## config.mk

```make
export PLATFORM = sky130hd
export DESIGN_NAME = rgb_to_hsv_converter_unit
export DESIGN_NICKNAME = d
export VERILOG_FILES = /design/src/hw/rtl/rhsv_pkg.sv /design/src/hw/rtl/rhsv_front.sv /design/src/hw/rtl/rhsv_div_cell.sv /design/src/hw/rtl/rgb_to_hsv_converter_unit.sv
export SDC_FILE = /design/constraint.sdc
export NUM_CORES = 2
export LEC_CHECK = 0
export ABC_AREA = 1
export BUFFER_PORTS_ARGS = -buffer_cell sky130_fd_sc_hd__buf_2
export CELL_PAD_IN_SITES_DETAIL_PLACEMENT = 0
export CELL_PAD_IN_SITES_GLOBAL_PLACEMENT = 1
export CORE_ASPECT_RATIO = 1.4
export CORE_UTILIZATION = 50
export CTS_BUF_LIST = sky130_fd_sc_hd__clkbuf_4 sky130_fd_sc_hd__clkbuf_8
export DETAILED_ROUTE_END_ITERATION = 6
export GPL_TIMING_DRIVEN = 0
export PLACE_DENSITY_LB_ADDON = 0.1
export SLEW_MARGIN = 0
export SYNTH_ARGS = -nofsm -noshare
export SYNTH_HDL_FRONTEND = slang
export SYNTH_SLANG_ARGS = --single-unit
```

## constraint.sdc

```tcl
create_clock -name clock -period 15.03 [get_ports clock]
set_input_delay 4.509 -clock clock [delete_from_list [all_inputs] [get_ports clock]]
set_output_delay 4.509 -clock clock [all_outputs]
set_load 0.01 [all_outputs]
```

## src/hw/rtl/rhsv_pkg.sv

```systemverilog
// ----------------------------------------------------------------------------
// RGB to HSV converter package
// Widths, word types and the lane record carried down the divider chain.
// ----------------------------------------------------------------------------
package rhsv_pkg;

   localparam int COLOR_BITS = 8;
   localparam int HUE_BITS   = 16;

   // 6*delta and the normalized raw hue both fit here
   localparam int REM_BITS     = COLOR_BITS + 3;
   localparam int SAT_NUM_BITS = 2 * COLOR_BITS;
   localparam int NUM_CELLS    = (HUE_BITS > SAT_NUM_BITS) ? HUE_BITS : SAT_NUM_BITS;
   localparam int LATENCY      = NUM_CELLS + 2;

   typedef struct packed {
      logic [COLOR_BITS-1:0] red;
      logic [COLOR_BITS-1:0] green;
      logic [COLOR_BITS-1:0] blue;
   } rhsv_req_type;

   typedef struct packed {
      logic [HUE_BITS-1:0]   hue;
      logic [COLOR_BITS-1:0] saturation;
      logic [COLOR_BITS-1:0] brightness;
      logic                  hue_defined;
   } rhsv_rsp_type;

   typedef struct packed {
      logic hue;
      logic sat;
   } rhsv_step_en_type;

   typedef struct packed {
      logic                    valid;
      logic [COLOR_BITS-1:0]   brightness;
      logic [REM_BITS-1:0]     hue_rem;
      logic [REM_BITS-1:0]     hue_den;
      logic [HUE_BITS-1:0]     hue_quo;
      logic [SAT_NUM_BITS-1:0] sat_num;
      logic [COLOR_BITS-1:0]   sat_rem;
      logic [COLOR_BITS-1:0]   sat_quo;
   } rhsv_lane_type;

endpackage

```

## src/hw/rtl/rhsv_front.sv

```systemverilog
// ----------------------------------------------------------------------------
// RGB to HSV front stage
// Max, min, delta, raw hue and divider operands for one pixel, registered.
// ----------------------------------------------------------------------------
module rhsv_front
   import rhsv_pkg::*;
(
   input  logic          clock,
   input  logic          reset,
   input  logic          fire,
   input  rhsv_req_type  req_word,
   output rhsv_lane_type lane_o
);

   localparam int RAW_BITS = COLOR_BITS + 4;

   rhsv_lane_type lane_ff;
   rhsv_lane_type lane_in;

   logic [COLOR_BITS-1:0]      mx;
   logic [COLOR_BITS-1:0]      mn;
   logic [COLOR_BITS-1:0]      delta;
   logic signed [RAW_BITS-1:0] rs;
   logic signed [RAW_BITS-1:0] gs;
   logic signed [RAW_BITS-1:0] bs;
   logic signed [RAW_BITS-1:0] ds;
   logic signed [RAW_BITS-1:0] raw;
   logic signed [RAW_BITS-1:0] raw_norm;
   logic [REM_BITS-1:0]        d6;

   always_comb begin
      mx = req_word.red;
      mn = req_word.red;
      if (req_word.green > mx) mx = req_word.green;
      if (req_word.blue > mx)  mx = req_word.blue;
      if (req_word.green < mn) mn = req_word.green;
      if (req_word.blue < mn)  mn = req_word.blue;
      delta = mx - mn;

      rs = $signed({4'b0000, req_word.red});
      gs = $signed({4'b0000, req_word.green});
      bs = $signed({4'b0000, req_word.blue});
      ds = $signed({4'b0000, delta});

      if (req_word.red == mx) begin
         raw = gs - bs;
      end else if (req_word.green == mx) begin
         raw = (ds <<< 1) + bs - rs;
      end else begin
         raw = (ds <<< 2) + rs - gs;
      end
      raw_norm = raw[RAW_BITS-1] ? raw + (ds <<< 2) + (ds <<< 1) : raw;

      d6 = ({3'b000, delta} << 2) + ({3'b000, delta} << 1);

      lane_in            = lane_ff;
      lane_in.valid      = fire;
      lane_in.brightness = mx;
      lane_in.hue_rem    = raw_norm[REM_BITS-1:0];
      lane_in.hue_den    = d6;
      lane_in.hue_quo    = '0;
      lane_in.sat_num    = {delta, {COLOR_BITS{1'b0}}} - {{COLOR_BITS{1'b0}}, delta};
      lane_in.sat_rem    = '0;
      lane_in.sat_quo    = '0;
   end

   always_ff @(posedge clock) begin
      if (reset) begin
         lane_ff <= '0;
      end else begin
         lane_ff <= lane_in;
      end
   end

   assign lane_o = lane_ff;

endmodule

```

## src/hw/rtl/rhsv_div_cell.sv

```systemverilog
// ----------------------------------------------------------------------------
// RGB to HSV divider cell
// One restoring step each for the hue and saturation quotients.
// ----------------------------------------------------------------------------
module rhsv_div_cell
   import rhsv_pkg::*;
(
   input  logic             clock,
   input  logic             reset,
   input  rhsv_step_en_type step_en,
   input  rhsv_lane_type    lane_i,
   output rhsv_lane_type    lane_o
);

   rhsv_lane_type lane_ff;
   rhsv_lane_type lane_in;

   logic [REM_BITS:0]   hue_trial;
   logic                hue_fit;
   logic [COLOR_BITS:0] sat_trial;
   logic                sat_fit;

   always_comb begin
      hue_trial = {lane_i.hue_rem, 1'b0};
      hue_fit   = hue_trial >= {1'b0, lane_i.hue_den};
      sat_trial = {lane_i.sat_rem, lane_i.sat_num[SAT_NUM_BITS-1]};
      sat_fit   = sat_trial >= {1'b0, lane_i.brightness};

      lane_in = lane_i;
      if (step_en.hue) begin
         lane_in.hue_rem = hue_fit ? REM_BITS'(hue_trial - {1'b0, lane_i.hue_den})
                                   : hue_trial[REM_BITS-1:0];
         lane_in.hue_quo = {lane_i.hue_quo[HUE_BITS-2:0], hue_fit};
      end
      if (step_en.sat) begin
         lane_in.sat_rem = sat_fit ? COLOR_BITS'(sat_trial - {1'b0, lane_i.brightness})
                                   : sat_trial[COLOR_BITS-1:0];
         lane_in.sat_quo = {lane_i.sat_quo[COLOR_BITS-2:0], sat_fit};
         lane_in.sat_num = {lane_i.sat_num[SAT_NUM_BITS-2:0], 1'b0};
      end
   end

   always_ff @(posedge clock) begin
      if (reset) begin
         lane_ff <= '0;
      end else begin
         lane_ff <= lane_in;
      end
   end

   assign lane_o = lane_ff;

endmodule

```

## src/hw/rtl/rgb_to_hsv_converter_unit.sv

```systemverilog
// ----------------------------------------------------------------------------
// RGB to HSV converter
// Converts one RGB pixel word per clock into hue, saturation and brightness.
// ----------------------------------------------------------------------------
// A pixel word on req_word is taken at a rising edge where start is high and
// busy is low; busy is always low, so a new pixel may enter every clock.
// Each pixel gives exactly one result word on rsp_word, marked by rsp_valid
// for one cycle, in input order. The receiver cannot stall the block.
// From the accepting edge to the edge that takes the result, a pixel goes
// through one front stage (max, min, raw hue), a chain of 16 divider cells,
// one quotient bit per cell for both the hue and the saturation quotient,
// and an output register. Throughput is one pixel per clock. Reset clears
// the valid bits of every stage; words in flight are dropped and no result
// appears until a new pixel is accepted.
// ----------------------------------------------------------------------------
module rgb_to_hsv_converter_unit
   import rhsv_pkg::*;
(
   input  logic         clock,
   input  logic         reset,
   input  logic         start,
   output logic         busy,
   input  rhsv_req_type req_word,
   output logic         rsp_valid,
   output rhsv_rsp_type rsp_word
);

   rhsv_lane_type lane [0:NUM_CELLS];

   logic                  rsp_valid_ff;
   logic                  rsp_valid_in;
   rhsv_rsp_type          rsp_word_ff;
   rhsv_rsp_type          rsp_word_in;
   logic [COLOR_BITS-1:0] sat_val;

   assign busy = 1'b0;

   rhsv_front u_front (
      .clock    (clock),
      .reset    (reset),
      .fire     (start && !busy),
      .req_word (req_word),
      .lane_o   (lane[0])
   );

   for (genvar i = 0; i < NUM_CELLS; i++) begin : g_cell
      localparam rhsv_step_en_type STEP_EN = '{hue: (i < HUE_BITS), sat: (i < SAT_NUM_BITS)};
      rhsv_div_cell u_cell (
         .clock   (clock),
         .reset   (reset),
         .step_en (STEP_EN),
         .lane_i  (lane[i]),
         .lane_o  (lane[i+1])
      );
   end

   always_comb begin
      sat_val                 = (lane[NUM_CELLS].brightness == '0) ? '0
                                                                   : lane[NUM_CELLS].sat_quo;
      rsp_valid_in            = lane[NUM_CELLS].valid;
      rsp_word_in.saturation  = sat_val;
      rsp_word_in.brightness  = lane[NUM_CELLS].brightness;
      rsp_word_in.hue_defined = (sat_val != '0);
      rsp_word_in.hue         = (sat_val != '0) ? lane[NUM_CELLS].hue_quo : '0;
   end

   always_ff @(posedge clock) begin
      rsp_word_ff <= rsp_word_in;
      if (reset) begin
         rsp_valid_ff <= 1'b0;
      end else begin
         rsp_valid_ff <= rsp_valid_in;
      end
   end

   assign rsp_valid = rsp_valid_ff;
   assign rsp_word  = rsp_word_ff;

   a_latency: assert property (@(posedge clock) disable iff (reset)
      rsp_valid |-> $past(start, LATENCY))
      else $error("result without a pixel accepted at the pipeline latency");

   a_black: assert property (@(posedge clock) disable iff (reset)
      (rsp_valid && rsp_word.brightness == '0) |->
         (rsp_word.saturation == '0 && !rsp_word.hue_defined))
      else $error("black pixel with nonzero saturation or defined hue");

   a_undef_hue: assert property (@(posedge clock) disable iff (reset)
      (rsp_valid && !rsp_word.hue_defined) |-> (rsp_word.hue == '0))
      else $error("undefined hue not zero");

   a_flow: assert property (@(posedge clock) disable iff (reset)
      lane[NUM_CELLS].valid |=> rsp_valid)
      else $error("last cell word lost at output register");

endmodule
```

==> results by group <==
Floorplan
  – Full die area: 81900 sq um
  – Chip height: 338 um
  – Std cell rows: 122
  – Initial Util: 50.8%
  – Core ar.: slightly below 80000 sq um
  – I/O pin cnt: 62
  – Die W: ~240 um

Worst setup path
  – Max incr delay on CP: 1.12 ns
  – Crit start category: input pin
  – CP Max Fanout: 10
  – CP Class: input pin to register
  – Arr. time, crit path: 14.23 ns
  – Slowest stage cell, crit path: xnor2_1
  – Worst Setup End Kind: register
  – CP most frequent cell: nor2_1
  – Worst path required time: 15.71 ns

CTS
  – H-tree depth: 4
  – Post-CTS sizing: 0
  – CTS clk-pin slew, worst paths: around 0.07 ns
  – TritonCTS Sinks: 905
  – Max Buffers Root-to-Sink: 3
  – Hold_buf cts: 0
  – Post-CTS Setup Bufs: 0
  – CTS Root Cell: clkbuf_8
  – Clk_lat worst skew: 0.78 ns
  – CTS tree: yes
  – TritonCTS Buffers: 140

STA
  – Unrepaired setup endpoints after global routing: false
  – Period utilisation layout: between 90% and 100%
  – Worst relative slew slack: 2.30%
  – Final setup vio count: 0
  – Slew Viols, Final: 0
  – Final hold viol count: 0
  – Worst slew pin tran: 1.46 ns
  – Setup tns final: 0 ns
  – Fin crit period: ~14 ns
  – Max Freq: between 70 and 80 MHz
  – Clock skew: around 0.032 ns

Cells and area
  – Non-Filler Instances: 6257
  – Nets: 5548
  – P&R area growth vs syn: 11.3%
  – Layout cells sized above 1: between 6 and 7%
  – Commonest non-fill, non-tap cells in the layout: dfxtp_1, inv_1, nor2_1
  – Commonest non-fill, non-tap cell in the layout: dfxtp_1
  – Fillers: 7533
  – Design area: 45000 sq um

GRT
  – Pin count of the biggest net entering global routing: 17
  – Antenna violations before repair: 2
  – Global-route wire length before repair: 152000 um
  – Total congestion overflow: 0
  – Vias in the first global route: 30900
  – Tot GR Track Use: 23.7%

Placement
  – Dpl cells: 6013
  – GPL Wtd Cong: 0.899
  – Placed inst area: 42000 sq um
  – Hpwl dp: 75600 um
  – I/O Buffers: 59

Detailed routing
  – Drt first pass iters: 5
  – Drt via density: 4.89
  – DRC viols: 0
  – Via count: 30600
  – Routed WL: 96300 um
  – Initial DRC Count: 996
  – Drt wl/cell: 15.4 um
  – Post-route antenna net violation count: 0

Yosys
  – Synth Register Bits: 905
  – Netlist cell types: 57
  – Cell taking the most area after synthesis: dfxtp_1
  – Top cells by area, synth: dfxtp_1, ha_1, inv_1
  – Post-Syn Instances: 4899
  – Syn Nets: 5345
  – Sequential share of the synthesized area: 44.9%
  – Syn Area/Cell: around 8 sq um
  – Mapped Area: around 40000 sq um
  – Share of the synthesized area in the top cell type: 44.9%
  – Warnings, synthesis: 0

Run status
  – Outcome: finished, final reports clean

Power and ir drop
  – Worst IR Drop VDD: about 0.00052 V
  – Overall Power: 10.2 mW
  – Power density over cell area: 226 nW/um^2
  – LEAKAGE: around 20 nW

Worst hold path
  – HP Class: register to register

Flow run
  – Max Cap Viol: 0
## final timing paths
check	depth (start not counted)	slack, ns	to	from
hold / removal	0	0.35	rsp_word[3]$_DFF_P_	g_cell[15].u_cell.lane_o[72]$_SDFF_PP0_
hold reg to reg	0	0.35	rsp_word[3]$_DFF_P_	g_cell[15].u_cell.lane_o[72]$_SDFF_PP0_
setup / recovery	50	1.49	u_front.lane_o[69]$_SDFF_PP0_	req_word[23]
setup reg to reg	14	11.77	g_cell[5].u_cell.lane_o[60]$_SDFF_PP0_	g_cell[4].u_cell.lane_o[51]$_SDFF_PP0_
## cell usage after synthesis (all sizes together)
cell type / count
a21o: 9
conb: 1
o31ai: 7
a2111oi: 2
nor3: 63
nor4b: 6
clkbuf: 126
o21a: 9
inv: 873
o221ai: 4
xnor2: 58
o41ai: 3
or3: 1
a21oi: 448
and2: 13
nand2: 343
o211ai: 2
dfxtp: 905
nand3b: 8
nand4: 23
xor2: 160
a21boi: 7
fa: 44
o22ai: 1
a41oi: 1
nor2: 828
a211oi: 54
or2: 8
nor4: 18
o21ai: 346
a31oi: 4
ha: 375
nand3: 104
o311ai: 3
o21bai: 23
buf: 10
a311oi: 9
## where the power goes
group	switching, mW	internal, mW
clock	0.926	1.20
sequential	0.175	2.81
combinational	3.13	1.91
total	4.23	5.92
## final cells by class
class	count	area, sq um	area share, %
inverters	873	3280	7.29
plain buffers	136	546	1.21
well taps	1054	1320	2.93
repair buffers	61	328	0.729
clock buffers	222	2720	6.06
flip-flops and latches	905	18100	40.3
multi-input cells	2985	18400	41.0
clock inverters	19	196	0.437
diodes	2	5.00	0.0111
## registers in the layout, indices dropped and copies added, names as in the netlist
name,count
g_cell.u_cell.lane_o,827
u_front.lane_o,44
rsp_valid,1
rsp_word,33
## critical path, delay by kind of cell
family	cells	cell delay (ns)
xor gates and xnor gates	4	1.51
buffers and inverters	7	1.08
and+or+nand+nor	20	2.41
AOI/OAI and AO/OA	11	1.83
adders and majority gates	8	2.86
## layer usage
| layer | vias to the layer above | routed length (um) | share of wire, % | GRT usage [%] |
|---|---|---|---|---|
| met3 | 276 | 2880 | 3.0 | 3.72 |
| met4 | 0 | 5360 | 5.6 | 14.5 |
| met5 | - | 0 | 0 | 0 |
| met1 | 13900 | 33800 | 35 | 21.0 |
| met2 | 466 | 54300 | 56 | 48.4 |
| li1 | 16000 | - | - | - |
## metrics by stage
stage,setup slack [ns],hold WS (ns),util (%)
6_report,1.49,0.350,56.5
5_1_grt,0.913,0.361,56.5
4_1_cts,1.57,0.351,56.5
3_5_place_dp,0.713,0.339,52.8
3_3_place_gp,0.681,0.339,52.8
2_1_floorplan,3.07,0.331,-
## kinds of logic (layout without fill, tap and decap cells)
family / Yosys count / count (layout) / synth area share (%)
and+or+nand+nor: 1415 / 1415 / 14.5
DFF: 905 / 905 / 44.9
AOI/OAI and AO/OA: 932 / 932 / 12.6
other: 1 / 3 / 0.00929
adders and majority gates: 419 / 419 / 13.8
xor gates and xnor gates: 218 / 218 / 4.73
buffers and inverters: 1009 / 1311 / 9.47
Power figures use the tool's default switching activity.
